**src/rtl/htach_pkg.sv**
```systemverilog
package htach_pkg;

    // Averaging ring
    localparam int AVG_DEPTH = 8;
    localparam int AVG_IDX_W = $clog2(AVG_DEPTH);
    localparam int RPM_W     = 16;
    localparam int SUM_W     = RPM_W + AVG_IDX_W;

    // Field widths
    localparam int SAMPLE_W  = 10;
    localparam int TIME_W    = 32;
    localparam int SPEED_W   = 8;
    localparam int CFG_IDX_W = 3;
    localparam int CFG_DATA_W = 16;

    // Divider: quotient of a 16-bit constant by interval * magnets
    localparam int DEN_W     = 24;
    localparam int DIV_STEPS = RPM_W;
    localparam int DIV_CNT_W = $clog2(DIV_STEPS);
    localparam int MUL_W     = 16;
    localparam int PROD_W    = 2 * MUL_W;

    localparam logic [SAMPLE_W-1:0] MIDPOINT      = 10'd512;
    localparam logic [RPM_W-1:0]    RPM_NUMERATOR = 16'd60000;
    localparam logic [RPM_W-1:0]    PASS_MAX      = 16'hFFFF;
    localparam logic [SPEED_W-1:0]  SPEED_MAX     = 8'd255;

    // Register reset values
    localparam logic [7:0]  RST_HYSTERESIS   = 8'd20;
    localparam logic [7:0]  RST_MAGNET_COUNT = 8'd8;
    localparam logic [15:0] RST_MAX_INTERVAL = 16'd300;
    localparam logic [15:0] RST_BCAST_PERIOD = 16'd50;
    localparam logic [7:0]  RST_STOP_PERIODS = 8'd10;
    localparam logic [15:0] RST_SPEED_FACTOR = 16'd1359;

    typedef enum logic [CFG_IDX_W-1:0] {
        REG_HYSTERESIS   = 3'd0,
        REG_MAGNET_COUNT = 3'd1,
        REG_MAX_INTERVAL = 3'd2,
        REG_BCAST_PERIOD = 3'd3,
        REG_STOP_PERIODS = 3'd4,
        REG_SPEED_FACTOR = 3'd5
    } t_cfg_reg;

    typedef enum logic [2:0] {
        S_IDLE,
        S_PERIOD,
        S_EDGE,
        S_DIV,
        S_PUSH,
        S_SPEED,
        S_DONE
    } t_state;

endpackage

```
**src/rtl/hall_tachometer_with_stop_detect.sv**
```systemverilog
// Hall-sensor tachometer with stop detection.
//
// Input channel (i_valid / o_ready): one item is one poll, a 10-bit Hall
// sample and a millisecond timestamp. Output channel (o_valid / i_ready):
// exactly one result item per input item, in order: edge flag, pass rpm,
// ring average rpm, speed in km/h and broadcast flag.
// Configuration is a plain write port (i_cfg_wr_en, i_cfg_index,
// i_cfg_wdata), taken at any edge with the enable high; write it only
// while the block is idle. Indexes beyond the register list are dropped.
// Steps: an item passes period, edge, speed and done; one with a magnet
// pass adds the divider and a ring push after edge (just the push when the
// interval is too long for an rpm). o_ready is high only in the idle state,
// entered from done as it registers the result. The 16-step restoring
// divider dominates, one quotient bit per cycle. One 16x16 multiplier
// serves both the divisor (interval * magnets) and the speed scaling.
// A finished result sits in the output register, so the next item is
// accepted while it waits; that next item then holds in its last step
// until the receiver takes the pending result.
// Reset (synchronous, active low) restores register defaults, clears the
// rpm ring, the timers and counters, and empties the output register.
module hall_tachometer_with_stop_detect (
    input  logic        i_clk,
    input  logic        i_rst_n,
    // configuration
    input  logic        i_cfg_wr_en,
    input  logic [2:0]  i_cfg_index,
    input  logic [15:0] i_cfg_wdata,
    // input items
    input  logic        i_valid,
    output logic        o_ready,
    input  logic [9:0]  i_sample,
    input  logic [31:0] i_now_ms,
    // result items
    output logic        o_valid,
    input  logic        i_ready,
    output logic        o_edge_seen,
    output logic [15:0] o_pass_rpm,
    output logic [15:0] o_average_rpm,
    output logic [7:0]  o_speed_kmh,
    output logic        o_broadcast
);

    // Configuration registers
    logic [7:0]  r_hyst;
    logic [7:0]  r_magnets;
    logic [15:0] r_max_int;
    logic [15:0] r_bperiod;
    logic [7:0]  r_stop_periods;
    logic [15:0] r_speed_factor;

    // Tracking state
    logic                                   r_sensor_high;
    logic [htach_pkg::TIME_W-1:0]           r_last_high;
    logic [htach_pkg::TIME_W-1:0]           r_last_low;
    logic [htach_pkg::RPM_W-1:0]            r_ring [htach_pkg::AVG_DEPTH];
    logic [htach_pkg::AVG_IDX_W-1:0]        r_ring_idx;
    logic [htach_pkg::SUM_W-1:0]            r_ring_sum;
    logic [15:0]                            r_passes;
    logic [7:0]                             r_idle;
    logic [htach_pkg::TIME_W-1:0]           r_period_start;
    logic [htach_pkg::RPM_W-1:0]            r_last_pass;

    // Item work registers
    htach_pkg::t_state                      r_state;
    htach_pkg::t_state                      n_state;
    logic [htach_pkg::SAMPLE_W-1:0]         r_sample;
    logic [htach_pkg::TIME_W-1:0]           r_now;
    logic                                   r_edge;
    logic                                   r_bcast;
    logic [htach_pkg::DEN_W-1:0]            r_den;
    logic [htach_pkg::DEN_W-1:0]            r_rem;
    logic [htach_pkg::RPM_W-1:0]            r_quo;
    logic [htach_pkg::DIV_CNT_W-1:0]        r_cnt;
    logic [htach_pkg::PROD_W-1:0]           r_prod;
    logic [htach_pkg::RPM_W-1:0]            r_avg;

    // Combinational datapath
    logic [htach_pkg::TIME_W-1:0]   w_elapsed;
    logic                           w_bcast_hit;
    logic [htach_pkg::SAMPLE_W-1:0] w_thr_lo;
    logic [htach_pkg::SAMPLE_W-1:0] w_thr_hi;
    logic                           w_edge_hit;
    logic [htach_pkg::TIME_W-1:0]   w_interval_raw;
    logic [htach_pkg::TIME_W-1:0]   w_interval;
    logic                           w_too_long;
    logic [7:0]                     w_mags;
    logic [htach_pkg::MUL_W-1:0]    w_mul_a;
    logic [htach_pkg::MUL_W-1:0]    w_mul_b;
    logic [htach_pkg::PROD_W-1:0]   w_mul_p;
    logic [htach_pkg::DEN_W:0]      w_rem_sh;
    logic                           w_div_ge;
    logic [htach_pkg::DEN_W:0]      w_rem_diff;
    logic                           w_push_en;
    logic [htach_pkg::RPM_W-1:0]    w_push_val;
    logic                           w_out_free;
    logic [htach_pkg::SPEED_W-1:0]  w_speed;

    assign o_ready    = (r_state == htach_pkg::S_IDLE);
    assign w_out_free = !o_valid || i_ready;

    // Broadcast period check, modulo 2^32 time
    assign w_elapsed   = r_now - r_period_start;
    assign w_bcast_hit = w_elapsed >= {16'd0, r_bperiod};

    // Hysteresis thresholds stay inside 257..767 for any 8-bit setting
    assign w_thr_lo   = htach_pkg::MIDPOINT - {2'd0, r_hyst};
    assign w_thr_hi   = htach_pkg::MIDPOINT + {2'd0, r_hyst};
    assign w_edge_hit = r_sensor_high ? (r_sample < w_thr_lo) : (r_sample > w_thr_hi);

    // Interval since the opposite edge; zero counts as one millisecond
    assign w_interval_raw = r_now - (r_sensor_high ? r_last_high : r_last_low);
    assign w_interval     = (w_interval_raw == '0) ? 32'd1 : w_interval_raw;
    assign w_too_long     = w_interval > {16'd0, r_max_int};
    assign w_mags         = (r_magnets == 8'd0) ? 8'd1 : r_magnets;

    // Shared multiplier: divisor in the edge step, speed scaling later
    always_comb begin
        if (r_state == htach_pkg::S_SPEED) begin
            w_mul_a = r_ring_sum[htach_pkg::SUM_W-1:htach_pkg::AVG_IDX_W];
            w_mul_b = r_speed_factor;
        end else begin
            w_mul_a = w_interval[htach_pkg::MUL_W-1:0];
            w_mul_b = {8'd0, w_mags};
        end
    end
    assign w_mul_p = w_mul_a * w_mul_b;

    // One restoring divider step
    assign w_rem_sh   = {r_rem, r_quo[htach_pkg::RPM_W-1]};
    assign w_div_ge   = w_rem_sh >= {1'b0, r_den};
    assign w_rem_diff = w_rem_sh - {1'b0, r_den};

    // Ring push: a zero on a stopped period, or the pass rpm after an edge
    always_comb begin
        w_push_en  = 1'b0;
        w_push_val = '0;
        if (r_state == htach_pkg::S_PERIOD) begin
            w_push_en = w_bcast_hit && (r_passes == 16'd0) && !(r_idle < r_stop_periods);
        end else if (r_state == htach_pkg::S_PUSH) begin
            w_push_en  = 1'b1;
            w_push_val = r_quo;
        end
    end

    assign w_speed = (r_prod[31:24] != 8'd0) ? htach_pkg::SPEED_MAX : r_prod[23:16];

    // Configuration writes
    always_ff @(posedge i_clk) begin
        if (!i_rst_n) begin
            r_hyst         <= htach_pkg::RST_HYSTERESIS;
            r_magnets      <= htach_pkg::RST_MAGNET_COUNT;
            r_max_int      <= htach_pkg::RST_MAX_INTERVAL;
            r_bperiod      <= htach_pkg::RST_BCAST_PERIOD;
            r_stop_periods <= htach_pkg::RST_STOP_PERIODS;
            r_speed_factor <= htach_pkg::RST_SPEED_FACTOR;
        end else if (i_cfg_wr_en) begin
            unique case (htach_pkg::t_cfg_reg'(i_cfg_index))
                htach_pkg::REG_HYSTERESIS:   r_hyst         <= i_cfg_wdata[7:0];
                htach_pkg::REG_MAGNET_COUNT: r_magnets      <= i_cfg_wdata[7:0];
                htach_pkg::REG_MAX_INTERVAL: r_max_int      <= i_cfg_wdata;
                htach_pkg::REG_BCAST_PERIOD: r_bperiod      <= i_cfg_wdata;
                htach_pkg::REG_STOP_PERIODS: r_stop_periods <= i_cfg_wdata[7:0];
                htach_pkg::REG_SPEED_FACTOR: r_speed_factor <= i_cfg_wdata;
                default: ;
            endcase
        end
    end

    // Sequencer state
    always_ff @(posedge i_clk) begin
        if (!i_rst_n) begin
            r_state <= htach_pkg::S_IDLE;
        end else begin
            r_state <= n_state;
        end
    end

    always_comb begin
        n_state = r_state;
        unique case (r_state)
            htach_pkg::S_IDLE:   if (i_valid) n_state = htach_pkg::S_PERIOD;
            htach_pkg::S_PERIOD: n_state = htach_pkg::S_EDGE;
            htach_pkg::S_EDGE: begin
                if (!w_edge_hit) begin
                    n_state = htach_pkg::S_SPEED;
                end else if (w_too_long) begin
                    n_state = htach_pkg::S_PUSH;
                end else begin
                    n_state = htach_pkg::S_DIV;
                end
            end
            htach_pkg::S_DIV: begin
                if (r_cnt == htach_pkg::DIV_CNT_W'(htach_pkg::DIV_STEPS - 1)) begin
                    n_state = htach_pkg::S_PUSH;
                end
            end
            htach_pkg::S_PUSH:  n_state = htach_pkg::S_SPEED;
            htach_pkg::S_SPEED: n_state = htach_pkg::S_DONE;
            htach_pkg::S_DONE:  if (w_out_free) n_state = htach_pkg::S_IDLE;
            default:            n_state = htach_pkg::S_IDLE;
        endcase
    end

    // Tracking state and ring
    always_ff @(posedge i_clk) begin
        if (!i_rst_n) begin
            r_sensor_high  <= 1'b0;
            r_last_high    <= '0;
            r_last_low     <= '0;
            r_ring_idx     <= '0;
            r_ring_sum     <= '0;
            r_passes       <= '0;
            r_idle         <= '0;
            r_period_start <= '0;
            r_last_pass    <= '0;
            for (int i = 0; i < htach_pkg::AVG_DEPTH; i++) begin
                r_ring[i] <= '0;
            end
        end else begin
            if (w_push_en) begin
                r_ring[r_ring_idx] <= w_push_val;
                r_ring_sum <= r_ring_sum - htach_pkg::SUM_W'(r_ring[r_ring_idx])
                              + htach_pkg::SUM_W'(w_push_val);
                r_ring_idx <= r_ring_idx + 1'b1;
            end
            if (r_state == htach_pkg::S_PERIOD && w_bcast_hit) begin
                // Count idle periods up to the limit; a busy period clears it
                if (r_passes == 16'd0) begin
                    if (r_idle < r_stop_periods) begin
                        r_idle <= r_idle + 8'd1;
                    end
                end else begin
                    r_idle <= '0;
                end
                r_passes       <= '0;
                r_period_start <= r_now;
            end
            if (r_state == htach_pkg::S_EDGE && w_edge_hit) begin
                r_sensor_high <= !r_sensor_high;
                if (r_sensor_high) begin
                    r_last_low <= r_now;
                end else begin
                    r_last_high <= r_now;
                end
                if (r_passes != htach_pkg::PASS_MAX) begin
                    r_passes <= r_passes + 16'd1;
                end
                r_idle <= '0;
            end
            if (r_state == htach_pkg::S_PUSH) begin
                r_last_pass <= r_quo;
            end
        end
    end

    // Item datapath: capture, divider and speed product
    always_ff @(posedge i_clk) begin
        if (r_state == htach_pkg::S_IDLE && i_valid) begin
            r_sample <= i_sample;
            r_now    <= i_now_ms;
        end
        if (r_state == htach_pkg::S_PERIOD) begin
            r_bcast <= w_bcast_hit;
            r_edge  <= 1'b0;
        end
        if (r_state == htach_pkg::S_EDGE) begin
            r_edge <= w_edge_hit;
            r_den  <= w_mul_p[htach_pkg::DEN_W-1:0];
            r_rem  <= '0;
            r_cnt  <= '0;
            // A too-long interval skips the divider with a zero rpm
            r_quo  <= w_too_long ? '0 : htach_pkg::RPM_NUMERATOR;
        end
        if (r_state == htach_pkg::S_DIV) begin
            r_rem <= w_div_ge ? w_rem_diff[htach_pkg::DEN_W-1:0]
                              : w_rem_sh[htach_pkg::DEN_W-1:0];
            r_quo <= {r_quo[htach_pkg::RPM_W-2:0], w_div_ge};
            r_cnt <= r_cnt + 1'b1;
        end
        if (r_state == htach_pkg::S_SPEED) begin
            r_prod <= w_mul_p;
            r_avg  <= w_mul_a;
        end
    end

    // Output register
    always_ff @(posedge i_clk) begin
        if (!i_rst_n) begin
            o_valid <= 1'b0;
        end else if (r_state == htach_pkg::S_DONE && w_out_free) begin
            o_valid <= 1'b1;
        end else if (i_ready) begin
            o_valid <= 1'b0;
        end
    end

    always_ff @(posedge i_clk) begin
        if (r_state == htach_pkg::S_DONE && w_out_free) begin
            o_edge_seen   <= r_edge;
            o_pass_rpm    <= r_last_pass;
            o_average_rpm <= r_avg;
            o_speed_kmh   <= w_speed;
            o_broadcast   <= r_bcast;
        end
    end

    // Checks
    a_one_item_at_a_time: assert property (@(posedge i_clk) disable iff (!i_rst_n)
        (i_valid && o_ready) |=> !o_ready)
        else $error("input accepted while an item is in progress");

    a_divisor_nonzero: assert property (@(posedge i_clk) disable iff (!i_rst_n)
        (r_state == htach_pkg::S_DIV) |-> (r_den != '0))
        else $error("divider running with a zero divisor");

    a_result_from_done: assert property (@(posedge i_clk) disable iff (!i_rst_n)
        $rose(o_valid) |-> ($past(r_state) == htach_pkg::S_DONE))
        else $error("result raised outside the final step");

    a_no_pending_overwrite: assert property (@(posedge i_clk) disable iff (!i_rst_n)
        (o_valid && !i_ready && r_state == htach_pkg::S_DONE) |=>
            (r_state == htach_pkg::S_DONE) && $stable(o_pass_rpm))
        else $error("pending result overwritten while stalled");

endmodule

```
**config.mk**
```make
export PLATFORM = sky130hd
export DESIGN_NAME = hall_tachometer_with_stop_detect
export DESIGN_NICKNAME = d
export VERILOG_FILES = /design/src/rtl/htach_pkg.sv /design/src/rtl/hall_tachometer_with_stop_detect.sv
export SDC_FILE = /design/constraint.sdc
export NUM_CORES = 2
export LEC_CHECK = 0
export ABC_AREA = 1
export BUFFER_PORTS_ARGS = -buffer_cell sky130_fd_sc_hd__clkbuf_2
export CAP_MARGIN = 10
export CELL_PAD_IN_SITES_DETAIL_PLACEMENT = 0
export CELL_PAD_IN_SITES_GLOBAL_PLACEMENT = 1
export CORE_ASPECT_RATIO = 0.5
export CORE_UTILIZATION = 41
export DETAILED_ROUTE_END_ITERATION = 16
export GPL_TIMING_DRIVEN = 0
export PLACE_DENSITY_LB_ADDON = 0.1
export SLEW_MARGIN = 5
export SYNTH_ARGS = -nofsm -noshare
export SYNTH_HDL_FRONTEND = slang
export SYNTH_SLANG_ARGS = --single-unit
```
**constraint.sdc**
```tcl
create_clock -name i_clk -period 9.33 [get_ports i_clk]
set_input_delay 1.3995 -clock i_clk [delete_from_list [all_inputs] [get_ports i_clk]]
set_output_delay 1.3995 -clock i_clk [all_outputs]
set_load 0.005 [all_outputs]
```
==> results by group <==
Layout
  • Commonest non-fill, non-tap cells in the layout: inv_1, nand2_1, nor2_1, o21ai_0, a21oi_1
  • Final net count: around 5200
  • Share of layout cells above drive strength 1: 0.0579
  • Final instance count without filler cells: 5934
  • Synth-to-Final Area Change: 11.3%
  • Commonest non-fill, non-tap cell in the layout: inv_1
  • Finished Cell Area: between 0.04 and 0.05 mm2

Detailed routing
  • WL/cell: roughly 19 um
  • DR DRC count: 0
  • Vias/cell: between 5 and 6
  • Antenna Nets Post-Route: 0
  • Routed vias: just over 30000
  • First-pass DRT Iterations: 6
  • 1st-iter DRT viols: ~2300
  • Routed wire length: roughly 120000 um

Placed design
  • GPL Wtd Cong: between 0.9 and 1
  • Placed cells: between 5000 and 6000
  • Placed Instance Area: ~0.040 mm2
  • Post-DP HPWL: 91400 um
  • Port-buffer cells: 109

Global route
  • Gr usage total: 0.248
  • Largest net degree at the start of global routing: 31
  • Grt ovf: 0
  • Vias in the first global route: between 30000 and 40000
  • First-pass GRT wire length: 178000 um
  • Initial antenna violation count: 0

Floorplanning
  • Full die area: approximately 0.093 mm2
  • Row count: 78
  • Num ports: 110
  • Die Wd: about 430 um
  • Starting Density: 0.414
  • Core ar.: 0.0907 mm2
  • Die Y: roughly 220 um

Critical path
  • CP Launch Type: flop
  • CP required: 9.73 ns
  • Slowest cell on the critical path: fa_1
  • WP data arrival: 9.26 ns
  • Critical path's most frequent cell: nand2_1
  • CP max stage delay: between 0.6 and 0.7 ns
  • CP Capture Type: flop
  • Crit Path Max Fanout: 8
  • Critical setup path kind: reg2reg

Timing
  • Skew final: 0.0409 ns
  • WHS: 0.411 ns
  • Slew at the pin with the worst max-slew slack: between 1 and 1.5 ns
  • Total negative slack: 0 ns
  • Slew headroom: 0.215
  • Crit path time final: around 8.9 ns
  • FMAX: between 100 and 150 MHz
  • Hold violation total from the final report: 0
  • Tcrit/Tclk final: 0.950
  • Final setup vio count: 0
  • Final max-slew violation count: 0

Outcome
  • Status: completed

Power and ir drop
  • Worst vdd ir: between 150 and 200 uV
  • Clk pwr share: 0.191
  • Part of the power in registers: 0.258
  • P_int: around 0.0069 W
  • P_leak: 18.1 nW
  • Sw Ratio: 0.467
  • P_sw: 0.00600 W
  • Pwr dens: a little over 300 mW/mm2
  • Comb power frac: 0.552

Clock tree
  • Clock transition at path regs: 0.07 ns
  • CTS buffer count: 55
  • CTS tree: done
  • Hold Buf Count CTS: 0
  • Skew-Pair Late Insertion Delay: ~0.66 ns
  • H-tree Lvls: 2
  • TritonCTS Sinks: 552
  • Clock buffer depth: 3
  • Root buffer cell: clkbuf_16

Synth
  • Avg Inst Size Synth: ~8.3 um2
  • Post-synth EDFFs: ~310
  • Synth warn: 0
  • Prevailing post-synth register cell: edfxtp_1
  • Count of state elements after synthesis: 552
  • Mapped Cells: 4512
  • Synth unique cells: 57
  • Register area share after synthesis: 0.378
  • Fraction of registers with async set/reset: 0
  • Post-synthesis cell area: 0.0375 mm2
  • Dominant cells by area after synthesis: edfxtp_1, dfxtp_1, fa_1, ha_1, inv_1
  • Syn Nets: approximately 5100
  • Synth area leader: edfxtp_1
  • Yosys top cell area share: 0.251

Worst hold path
  • Hold Path Class: reg2reg

Run
  • Maxcap violations: 0
[sequential cells by signal, indices dropped and copies added (netlist names), 8 cells and up, named ones only]
signal / flops
r_last_low: 32
r_bperiod: 16
r_period_start: 32
r_last_pass: 16
r_passes: 16
r_rem: 24
r_avg: 16
r_magnets: 8
r_den: 24
r_now: 32
r_max_int: 16
r_ring_sum: 19
r_last_high: 32
r_ring: 128
r_stop_periods: 8
r_prod: 16
r_quo: 16
o_pass_rpm: 16
o_average_rpm: 16
r_idle: 8
r_hyst: 8
r_speed_factor: 16
r_sample: 10
o_speed_kmh: 8
[metal layers]
layer | GRT usage | share of wire
met1 | 0.362 | 0.49
met2 | 0.399 | 0.45
met3 | 0.0316 | 0.051
met4 | 0.0410 | 0.015
met5 | 0 | 0
[worst max-delay path, delay by kind of cell, from the launching register on]
family                   cells  cell delay (ns)
adder cells (fa/ha/maj)      9             4.24
AND/OR/NAND/NOR             16             1.89
AO/OA/AOI/OAI                5             0.86
buffers and inverters        7             0.84
flip-flops                   1             0.42
XOR/XNOR                     2             0.39
[stage by stage]
step           setup WS, ns  power [W]  utilization
6_report              0.464     0.0129        0.461
5_1_grt             -0.0335     0.0140        0.461
4_1_cts              0.0235     0.0129        0.460
3_5_place_dp         -0.564     0.0104        0.438
3_3_place_gp          -2.73     0.0103        0.436
2_1_floorplan         0.805    0.00821            -
[what timing repair did]
action                     in CTS  in global routing
pin swaps                       0                  1
buffers inserted                0                  4
resized for setup               9                 26
setup endpoints to repair      21                 20
gates cloned                    0                  0
[power groups by stage]
stage	registers, W	logic (W)	clock network, W
floorplan	0.00326	0.00495	0
global placement	0.00337	0.00693	0
detailed placement	0.00336	0.00700	0
CTS	0.00331	0.00706	0.00251
global route	0.00335	0.00803	0.00261
finish	0.00331	0.00709	0.00246
[Yosys cell counts (2+ instances only)]
| master | instances |
|---|---|
| nand4_1 | 35 |
| a221oi_1 | 3 |
| buf_2 | 7 |
| nor2_1 | 704 |
| inv_2 | 2 |
| a211oi_1 | 6 |
| or2_2 | 2 |
| nand3_1 | 98 |
| o221ai_1 | 2 |
| o21ai_1 | 8 |
| o31ai_1 | 3 |
| buf_4 | 2 |
| a21oi_1 | 359 |
| inv_1 | 716 |
| o21a_1 | 3 |
| nand4_2 | 5 |
| nand3_4 | 4 |
| nor3b_1 | 4 |
| o22ai_1 | 17 |
| nand2_1 | 704 |
| xnor2_1 | 44 |
| nor4_1 | 21 |
| edfxtp_1 | 314 |
| fa_1 | 213 |
| nand2_4 | 2 |
| a31oi_1 | 25 |
| nand3_2 | 2 |
| o21bai_1 | 12 |
| o311ai_0 | 3 |
| buf_6 | 4 |
| a21o_1 | 19 |
| nor3_1 | 34 |
| ha_1 | 275 |
| buf_1 | 15 |
| o21ai_0 | 366 |
| nand2_2 | 3 |
| a21boi_0 | 5 |
| dfxtp_1 | 238 |
| clkinv_1 | 3 |
| clkbuf_1 | 101 |
| xor2_1 | 86 |
| a21oi_2 | 2 |
| nand3b_1 | 4 |
| o211ai_1 | 24 |
[worst paths after layout]
kind	to	start	slack (ns)	cells after the start
setup / recovery	r_prod[30]	r_sensor_high	0.46	39
hold / removal	o_average_rpm[9]	r_avg[9]	0.41	0
setup reg to reg	r_prod[30]	r_sensor_high	0.46	39
hold reg to reg	o_average_rpm[9]	r_avg[9]	0.41	0
[kinds of logic after synthesis]
| group | share of synthesized area |
|---|---|
| buffers and inverters | 0.0870 |
| XOR/XNOR | 0.0303 |
| AND/OR/NAND/NOR | 0.176 |
| adder cells (fa/ha/maj) | 0.205 |
| AO/OA/AOI/OAI | 0.123 |
| flip-flops | 0.378 |
[final cells by class]
type	count	area, um2
fill	9045	48900
sequential	552	14200
inverter	721	2710
clock buffer	72	1510
clock inverter	32	439
antenna	1	2.50
tap	1200	1500
buffer	130	563
multi-input combinational	3108	20200
timing repair buffer	118	663
Note: power is estimated with default switching activity, not from simulation.
